## config.mk

```make
export PLATFORM = sky130hd
export DESIGN_NAME = modified_utf7_name_decoder
export DESIGN_NICKNAME = d
export VERILOG_FILES = /design/src/design/mu7_pkg.sv /design/src/design/mu7_front.sv /design/src/design/mu7_queue.sv /design/src/design/mu7_back.sv /design/src/design/modified_utf7_name_decoder.sv
export VERILOG_INCLUDE_DIRS = /design/src /design/src/design
export SDC_FILE = /design/constraint.sdc
export NUM_CORES = 1
export LEC_CHECK = 0
export ABC_AREA = 1
export ABC_CLOCK_PERIOD_IN_PS = 3900
export BUFFER_PORTS_ARGS = -buffer_cell sky130_fd_sc_hd__buf_2
export CORE_MARGIN = 5
export CORE_UTILIZATION = 27
export DETAILED_ROUTE_END_ITERATION = 8
export HOLD_SLACK_MARGIN = 0.12
export PLACE_DENSITY = 0.47
export SYNTH_ARGS = -nofsm -noshare
export SYNTH_HDL_FRONTEND = slang
export SYNTH_SLANG_ARGS = --single-unit
```

## constraint.sdc

```tcl
create_clock -name clock -period 3.9 [get_ports clock]
set_input_delay 0.78 -clock clock [delete_from_list [all_inputs] [get_ports clock]]
set_output_delay 0.78 -clock clock [all_outputs]
set_load 0.05 [all_outputs]
```

## src/design/modified_utf7_name_decoder_defines.svh

```systemverilog
// assertion macros used by the decoder back end (mu7_back)
// no dependencies
`ifndef MODIFIED_UTF7_NAME_DECODER_DEFINES_SVH
`define MODIFIED_UTF7_NAME_DECODER_DEFINES_SVH

// same-cycle implication, checked outside reset
`define MU7_CHECK_NOW(lbl, clk, rst, ante, cons) \
   lbl: assert property (@(posedge clk) disable iff (rst) (ante) |-> (cons)) \
      else $error("mu7 same-cycle check failed");

// next-cycle implication, checked outside reset
`define MU7_CHECK_NEXT(lbl, clk, rst, ante, cons) \
   lbl: assert property (@(posedge clk) disable iff (rst) (ante) |=> (cons)) \
      else $error("mu7 next-cycle check failed");

`endif

```

## src/design/mu7_pkg.sv

```systemverilog
// shared types and constants of the modified utf-7 name decoder
// no dependencies
package mu7_pkg;

   localparam logic [7:0] CH_AMP   = 8'h26;
   localparam logic [7:0] CH_DASH  = 8'h2D;
   localparam logic [7:0] CH_PLUS  = 8'h2B;
   localparam logic [7:0] CH_COMMA = 8'h2C;

   typedef struct packed {
      logic [7:0] char_code;
      logic       last_of_name;
   } req_type;

   typedef struct packed {
      logic        unit_valid;
      logic [15:0] code_unit;
      logic        end_of_name;
      logic        malformed;
   } rsp_type;

   typedef enum logic [1:0] {
      OP_AMP,
      OP_DASH,
      OP_DATA
   } op_class_type;

   // one classified character as it sits in the queue
   typedef struct packed {
      op_class_type op_class;
      logic [5:0]   sextet;
      logic [7:0]   char_code;
      logic         last;
   } op_type;

   function automatic logic [5:0] sextet_of(input logic [7:0] c);
      logic [5:0] s;
      s = 6'd0;
      if (c >= 8'h41 && c <= 8'h5A) s = 6'(c - 8'h41);
      else if (c >= 8'h61 && c <= 8'h7A) s = 6'(c - 8'h61 + 8'd26);
      else if (c >= 8'h30 && c <= 8'h39) s = 6'(c - 8'h30 + 8'd52);
      else if (c == CH_PLUS) s = 6'd62;
      else if (c == CH_COMMA) s = 6'd63;
      return s;
   endfunction

endpackage

```

## src/design/mu7_front.sv

```systemverilog
// front end: accepts request words and classifies each character
// depends on mu7_pkg
module mu7_front import mu7_pkg::*; (
   input  logic    req_valid,
   output logic    req_stall,
   input  req_type req_word,
   input  logic    queue_full,
   output logic    push,
   output op_type  push_op
);

   assign req_stall = queue_full;
   assign push      = req_valid && !queue_full;

   always_comb begin
      push_op.char_code = req_word.char_code;
      push_op.last      = req_word.last_of_name;
      push_op.sextet    = sextet_of(req_word.char_code);
      priority if (req_word.char_code == CH_AMP) begin
         push_op.op_class = OP_AMP;
      end else if (req_word.char_code == CH_DASH) begin
         push_op.op_class = OP_DASH;
      end else begin
         push_op.op_class = OP_DATA;
      end
   end

endmodule

```

## src/design/mu7_queue.sv

```systemverilog
// short queue of classified characters between front and back
// depends on mu7_pkg
module mu7_queue import mu7_pkg::*; #(
   parameter int DEPTH = 2
) (
   input  logic   clock,
   input  logic   reset,
   input  logic   push,
   input  op_type push_op,
   input  logic   pop,
   output op_type pop_op,
   output logic   full,
   output logic   not_empty
);

   localparam int PTR_W = (DEPTH > 1) ? $clog2(DEPTH) : 1;
   localparam int CNT_W = $clog2(DEPTH + 1);
   localparam logic [PTR_W-1:0] LAST_PTR = PTR_W'(DEPTH - 1);
   localparam logic [CNT_W-1:0] FULL_CNT = CNT_W'(DEPTH);

   op_type           mem_ff [DEPTH];
   logic [PTR_W-1:0] wr_ptr_ff, wr_ptr_in;
   logic [PTR_W-1:0] rd_ptr_ff, rd_ptr_in;
   logic [CNT_W-1:0] count_ff, count_in;

   assign full      = (count_ff == FULL_CNT);
   assign not_empty = (count_ff != '0);
   assign pop_op    = mem_ff[rd_ptr_ff];

   always_comb begin
      wr_ptr_in = wr_ptr_ff;
      rd_ptr_in = rd_ptr_ff;
      count_in  = count_ff;
      if (push) begin
         wr_ptr_in = (wr_ptr_ff == LAST_PTR) ? '0 : wr_ptr_ff + 1'b1;
      end
      if (pop) begin
         rd_ptr_in = (rd_ptr_ff == LAST_PTR) ? '0 : rd_ptr_ff + 1'b1;
      end
      if (push && !pop) begin
         count_in = count_ff + 1'b1;
      end else if (pop && !push) begin
         count_in = count_ff - 1'b1;
      end
   end

   always_ff @(posedge clock) begin
      if (reset) begin
         wr_ptr_ff <= '0;
         rd_ptr_ff <= '0;
         count_ff  <= '0;
      end else begin
         wr_ptr_ff <= wr_ptr_in;
         rd_ptr_ff <= rd_ptr_in;
         count_ff  <= count_in;
      end
   end

   always_ff @(posedge clock) begin
      if (push) begin
         mem_ff[wr_ptr_ff] <= push_op;
      end
   end

endmodule

```

## src/design/mu7_back.sv

```systemverilog
// back end: shift state machine, byte pairing and response register
// depends on mu7_pkg and the assertion macro header
`include "modified_utf7_name_decoder_defines.svh"
module mu7_back import mu7_pkg::*; (
   input  logic    clock,
   input  logic    reset,
   input  logic    not_empty,
   input  op_type  pop_op,
   output logic    pop,
   output logic    rsp_valid,
   input  logic    rsp_stall,
   output rsp_type rsp_word
);

   logic       in_shift_ff, in_shift_in;
   logic       shift_empty_ff, shift_empty_in;
   logic [5:0] acc_ff, acc_in;
   logic [2:0] bits_held_ff, bits_held_in;
   logic       pending_ff, pending_in;
   logic [7:0] high_byte_ff, high_byte_in;
   logic       rsp_valid_ff;
   rsp_type    rsp_ff, rsp_in;

   assign pop       = not_empty && (!rsp_valid_ff || !rsp_stall);
   assign rsp_valid = rsp_valid_ff;
   assign rsp_word  = rsp_ff;

   always_comb begin
      logic [11:0] acc12;
      logic [3:0]  held;
      logic [2:0]  sh;
      logic [7:0]  byte_val;
      logic [15:0] pair;
      acc12    = {acc_ff, pop_op.sextet};
      held     = {1'b0, bits_held_ff} + 4'd6;
      sh       = held[2:0];
      byte_val = 8'(acc12 >> sh);
      pair     = {high_byte_ff, byte_val};

      in_shift_in    = in_shift_ff;
      shift_empty_in = shift_empty_ff;
      acc_in         = acc_ff;
      bits_held_in   = bits_held_ff;
      pending_in     = pending_ff;
      high_byte_in   = high_byte_ff;
      rsp_in.unit_valid  = 1'b0;
      rsp_in.code_unit   = 16'd0;
      rsp_in.end_of_name = pop_op.last;
      rsp_in.malformed   = 1'b0;

      if (!in_shift_ff) begin
         if (pop_op.op_class == OP_AMP) begin
            in_shift_in    = 1'b1;
            shift_empty_in = 1'b1;
            acc_in         = '0;
            bits_held_in   = '0;
            pending_in     = 1'b0;
            high_byte_in   = '0;
         end else begin
            rsp_in.unit_valid = 1'b1;
            rsp_in.code_unit  = {8'd0, pop_op.char_code};
         end
      end else begin
         unique case (pop_op.op_class)
            OP_AMP: begin
               // reopened shift
               rsp_in.malformed = 1'b1;
               shift_empty_in   = 1'b1;
               acc_in           = '0;
               bits_held_in     = '0;
               pending_in       = 1'b0;
               high_byte_in     = '0;
            end
            OP_DASH: begin
               if (shift_empty_ff) begin
                  rsp_in.unit_valid = 1'b1;
                  rsp_in.code_unit  = {8'd0, CH_AMP};
               end else if (pending_ff && high_byte_ff != 8'd0) begin
                  rsp_in.unit_valid = 1'b1;
                  rsp_in.code_unit  = {high_byte_ff, 8'd0};
               end
               in_shift_in    = 1'b0;
               shift_empty_in = 1'b1;
               acc_in         = '0;
               bits_held_in   = '0;
               pending_in     = 1'b0;
               high_byte_in   = '0;
            end
            default: begin
               shift_empty_in = 1'b0;
               if (held >= 4'd8) begin
                  bits_held_in = sh;
                  acc_in       = 6'(acc12 & ((12'd1 << sh) - 12'd1));
                  if (pending_ff) begin
                     pending_in   = 1'b0;
                     high_byte_in = '0;
                     if (pair != 16'd0) begin
                        rsp_in.unit_valid = 1'b1;
                        rsp_in.code_unit  = pair;
                     end
                  end else begin
                     pending_in   = 1'b1;
                     high_byte_in = byte_val;
                  end
               end else begin
                  bits_held_in = held[2:0];
                  acc_in       = acc12[5:0];
               end
            end
         endcase
      end

      if (pop_op.last) begin
         if (in_shift_in) begin
            rsp_in.malformed = 1'b1;
         end
         in_shift_in    = 1'b0;
         shift_empty_in = 1'b1;
         acc_in         = '0;
         bits_held_in   = '0;
         pending_in     = 1'b0;
         high_byte_in   = '0;
      end
   end

   always_ff @(posedge clock) begin
      if (reset) begin
         in_shift_ff    <= 1'b0;
         shift_empty_ff <= 1'b1;
         acc_ff         <= '0;
         bits_held_ff   <= '0;
         pending_ff     <= 1'b0;
         high_byte_ff   <= '0;
         rsp_valid_ff   <= 1'b0;
      end else begin
         if (pop) begin
            in_shift_ff    <= in_shift_in;
            shift_empty_ff <= shift_empty_in;
            acc_ff         <= acc_in;
            bits_held_ff   <= bits_held_in;
            pending_ff     <= pending_in;
            high_byte_ff   <= high_byte_in;
            rsp_valid_ff   <= 1'b1;
         end else if (!rsp_stall) begin
            rsp_valid_ff   <= 1'b0;
         end
      end
   end

   always_ff @(posedge clock) begin
      if (pop) begin
         rsp_ff <= rsp_in;
      end
   end

   `MU7_CHECK_NOW(a_unit_zero_when_invalid, clock, reset, rsp_valid_ff && !rsp_ff.unit_valid, rsp_ff.code_unit == 16'd0)
   `MU7_CHECK_NEXT(a_name_end_resets, clock, reset, pop && pop_op.last, !in_shift_ff && shift_empty_ff && bits_held_ff == 3'd0 && !pending_ff)
   `MU7_CHECK_NOW(a_bits_even, clock, reset, 1'b1, !bits_held_ff[0])
   `MU7_CHECK_NOW(a_idle_outside_shift, clock, reset, !in_shift_ff, shift_empty_ff && !pending_ff && bits_held_ff == 3'd0)

endmodule

```

## src/design/modified_utf7_name_decoder.sv

```systemverilog
// top level of the modified utf-7 mailbox name decoder
// depends on mu7_pkg, mu7_front, mu7_queue and mu7_back
//
//   channel  direction  handshake             word type
//   req      in         req_valid/req_stall   req_type (char_code, last_of_name)
//   rsp      out        rsp_valid/rsp_stall   rsp_type (unit_valid, code_unit,
//                                             end_of_name, malformed)
//
// one character per cycle sustained while rsp_stall is low; each word gives exactly one response word
// an accepted word is written to the queue and then to the response register, from
// which it leaves on rsp when rsp_stall is low
// reset is synchronous and active high and returns the shift state to idle
// the queue lets the front keep taking words while a response waits on rsp_stall
// req_stall rises only once the queue is full
module modified_utf7_name_decoder import mu7_pkg::*; #(
   parameter int QUEUE_DEPTH = 2
) (
   input  logic    clock,
   input  logic    reset,
   input  logic    req_valid,
   output logic    req_stall,
   input  req_type req_word,
   output logic    rsp_valid,
   input  logic    rsp_stall,
   output rsp_type rsp_word
);

   // front to queue
   logic   push;
   op_type push_op;
   // queue to back
   logic   pop;
   op_type pop_op;
   logic   queue_full;
   logic   queue_not_empty;

   // classify the incoming character (amp, dash or any other character as data)
   mu7_front u_front (
      .req_valid  (req_valid),
      .req_stall  (req_stall),
      .req_word   (req_word),
      .queue_full (queue_full),
      .push       (push),
      .push_op    (push_op)
   );

   // decouples accept from the shift state machine
   mu7_queue #(
      .DEPTH (QUEUE_DEPTH)
   ) u_queue (
      .clock     (clock),
      .reset     (reset),
      .push      (push),
      .push_op   (push_op),
      .pop       (pop),
      .pop_op    (pop_op),
      .full      (queue_full),
      .not_empty (queue_not_empty)
   );

   // shift tracking, bit collection, byte pairing and the response register
   mu7_back u_back (
      .clock     (clock),
      .reset     (reset),
      .not_empty (queue_not_empty),
      .pop_op    (pop_op),
      .pop       (pop),
      .rsp_valid (rsp_valid),
      .rsp_stall (rsp_stall),
      .rsp_word  (rsp_word)
   );

endmodule

```

==> out/results.ini <==
[run_status]
status = finished clean

[place]
globalplace.congestion = 0.8724
dp_hpwl_um = 7580
placed_cells = 663
port_buffers = 33

[yosys]
syn_avg_cell_area_um2 = 9.213
yosysTopAreaCell = edfxtp_1
ys.warnings.count = 0
syn_inst = 451
ys_seq_area_share_pct = 50.35
synth-simple-area-share_pct = 21.50
synthTopCellsByArea = edfxtp_1 (38%), dfxtp_1 (12%), nand2_1 (9.2%)
synth_fa_ha_area_share_pct = 5.179
synth_top_family_by_area = simple AND/OR/NAND/NOR gates
synth_top_area_share_pct = 38.30
synth_compound_area_share_pct = 13.01
synth-seq-cells = 78
synthMuxAreaShare_pct = 1.686
syn_nets = 480
yosysUniqueCellTypes = 45
synthesis.area_um2 = 4155
synth-xor-area-share_pct = 1.475

[sta]
clock.fmax_mhz = 332.2
hold_viol_final = 0
drv_slew = 0
rsz0062_at_grt = no
tightestPinTransition_ns = 0.8743
min_period_ns = 3.010
finalSetupTns_ns = 0
final-setup-viol-count = 0
skew_ns = 0.007525
fin_crit_sh_pct = 77.19
slew_headroom_pct = 41.63

[grt]
grt_max_degree = 27
gr-total-overflow = 0
grt_pass1_wl_um = 16370
grt_antenna_before_repair = 0
first_global_vias = 3146
groute.usage.overall_pct = 11.61

[clock_tree]
cts_root_buf = clkbuf_16
cts_resized = 0
clockBufferDepth = 2
cts_tree = yes
hold_buffers = 0
cts_buffers = 9
clock-sinks = 78
cts_setup_buffers = 0
clk_pin_slew_ns = 0.06
clock_latency_ns = 0.34
h-tree-depth = 3

[detailed_routing]
drt-wirelength-per-cell_um = 14.88
drt_wl_total_um = 10110
drt_iter0_markers = 208
num_vias = 3224
via_per_inst = 4.748
drc = 0
first_pass_iters = 5
ant_nets = 0

[pwr]
p_per_area_nw_per_um2 = 815.4
leakagePower_nw = 1.907
vdd_ir_drop_max_uv = 301.5

[hold_path]
hp-class = reg2reg

[layout]
finalNetCount = 515
final_cell_mix = nand2_1 (102), edfxtp_1 (53), inv_1 (40), a21oi_1 (37), buf_2 (33)
antenna_cells = 0
final_common_cell = nand2_1
area_delta_synth_final_pct = 16.56
fin_cells = 679
drive_above_1_share_pct = 15.68

[floorplan]
die_h_um = 134.1
rows = 45
initial_core_util_pct = 27.43
io_pins = 34
design.core.area_um2 = 15150
dieArea_um2 = 17970
die_w_um = 134.1

[critical_path]
slowest_delay_ns = 0.67
endpoint = u_back.rsp_word[18]
rr_worst_depth = 13
start_kind = flop
r2r_start = u_back.bits_held_ff[1]
required_ns = 3.99
cp.arrival_ns = 3.10
critPathMaxFanout = 16
cp-end-kind = flop
rrSetupSlack_ns = 0.89
cp_top_family = simple AND/OR/NAND/NOR gates
crit_path_start = u_back.bits_held_ff[1]
path_cells = inv_1, ha_1, inv_1, nand3_1, nand2_1, nor2_1, nand2_1, nor2_1, nand3_1, nand2_2, nand2_1, nand2_1, nand2_1
setup.worst_path.class = reg2reg
rr_endpoint = u_back.rsp_word[18]
crit_slowest_cell = dfxtp_1
crit_top_cell = nand2_1
crit_cells = 13
path_buf_inv = 2

[job]
maxCapViolCount = 0

[Yosys cell counts (all sizes together)]
cell type and instances:
a211oi 3, a21boi 2, a21o 1, a21oi 37, a22oi 2, a31oi 3
and2 1, buf 7, bufinv 1, clkbuf 5, clkinv 2, conb 1
dfxtp 25, edfxtp 53, fa 2, ha 14, inv 46, mux2i 7
nand2 112, nand3 25, nand3b 1, nand4 18, nor2 24, nor3 6
nor4 2, o211a 1, o211ai 4, o21ai 31, o22ai 6, o31a 1
o31ai 1, xor2 7
[sequential cells by signal (all words and copies together), names as in the netlist, named ones only]
name	count
u_queue.wr_ptr_ff	1
u_back.acc_ff	6
u_back.bits_held_ff	2
u_back.high_byte_ff	8
u_back.shift_empty_ff	1
u_queue.mem_ff	34
u_back.rsp_valid	1
u_back.pending_ff	1
u_queue.rd_ptr_ff	1
u_back.rsp_word	19
u_back.in_shift_ff	1
u_queue.count_ff	2
[where the power goes]
group	total [mW]	internal (mW)	switching (mW)
clock	0.962	0.628	0.334
combinational	1.67	0.427	1.24
sequential	1.32	1.17	0.151
[stage by stage]
step,setup slack (ns),util [%],cell area [µm²],power [mW],hold WS (ns)
global placement,1.048,29.69,4497,3.000,0.4406
global route,0.5895,31.98,4843,4.187,0.4724
finish,0.8898,31.98,4843,3.949,0.4598
CTS,0.9398,31.98,4843,3.980,0.4601
detailed placement,0.9419,29.69,4497,3.014,0.4443
floorplan,1.762,-,4155,2.618,0.4255
[worst min-delay path by stage]
| stage | slack (ns) | end | startpoint | cells after the start |
|---|---|---|---|---|
| finish | 0.46 | u_queue.rd_ptr_ff | u_queue.rd_ptr_ff | 1 |
| detailed placement | 0.44 | flop | u_queue.rd_ptr_ff | 1 |
| CTS | 0.46 | u_queue.rd_ptr_ff | u_queue.rd_ptr_ff | 1 |
| global route | 0.47 | u_queue.rd_ptr_ff | u_queue.rd_ptr_ff | 1 |
| floorplan | 0.43 | flop | u_queue.rd_ptr_ff | 1 |
| global placement | 0.44 | u_queue.rd_ptr_ff | u_queue.rd_ptr_ff | 1 |
[cell families after synthesis]
| group | Yosys count |
|---|---|
| simple gates | 189 |
| compound gates | 92 |
| flops | 78 |
| buf+inv | 61 |
| fa+ha+maj | 16 |
| xor+xnor | 7 |
| mux | 7 |
| other cells | 1 |
[layout make-up]
cell class | instances | area (µm²)
clock buffer | 9 | 225.2
clock inverter | 7 | 121.4
fill | 1565 | 10300
inverter | 49 | 197.7
multi-input combinational | 312 | 1784
sequential | 78 | 2092
tap | 188 | 235.2
timing repair buffer | 36 | 187.7
[metal layers]
metal | track usage, % | part of all wire, %
met1 | 15.17 | 47
met5 | 0 | 0
met3 | 2.813 | 4.2
met2 | 18.64 | 46
met4 | 4.525 | 2.3
Note: power is estimated with default switching activity, not from simulation.
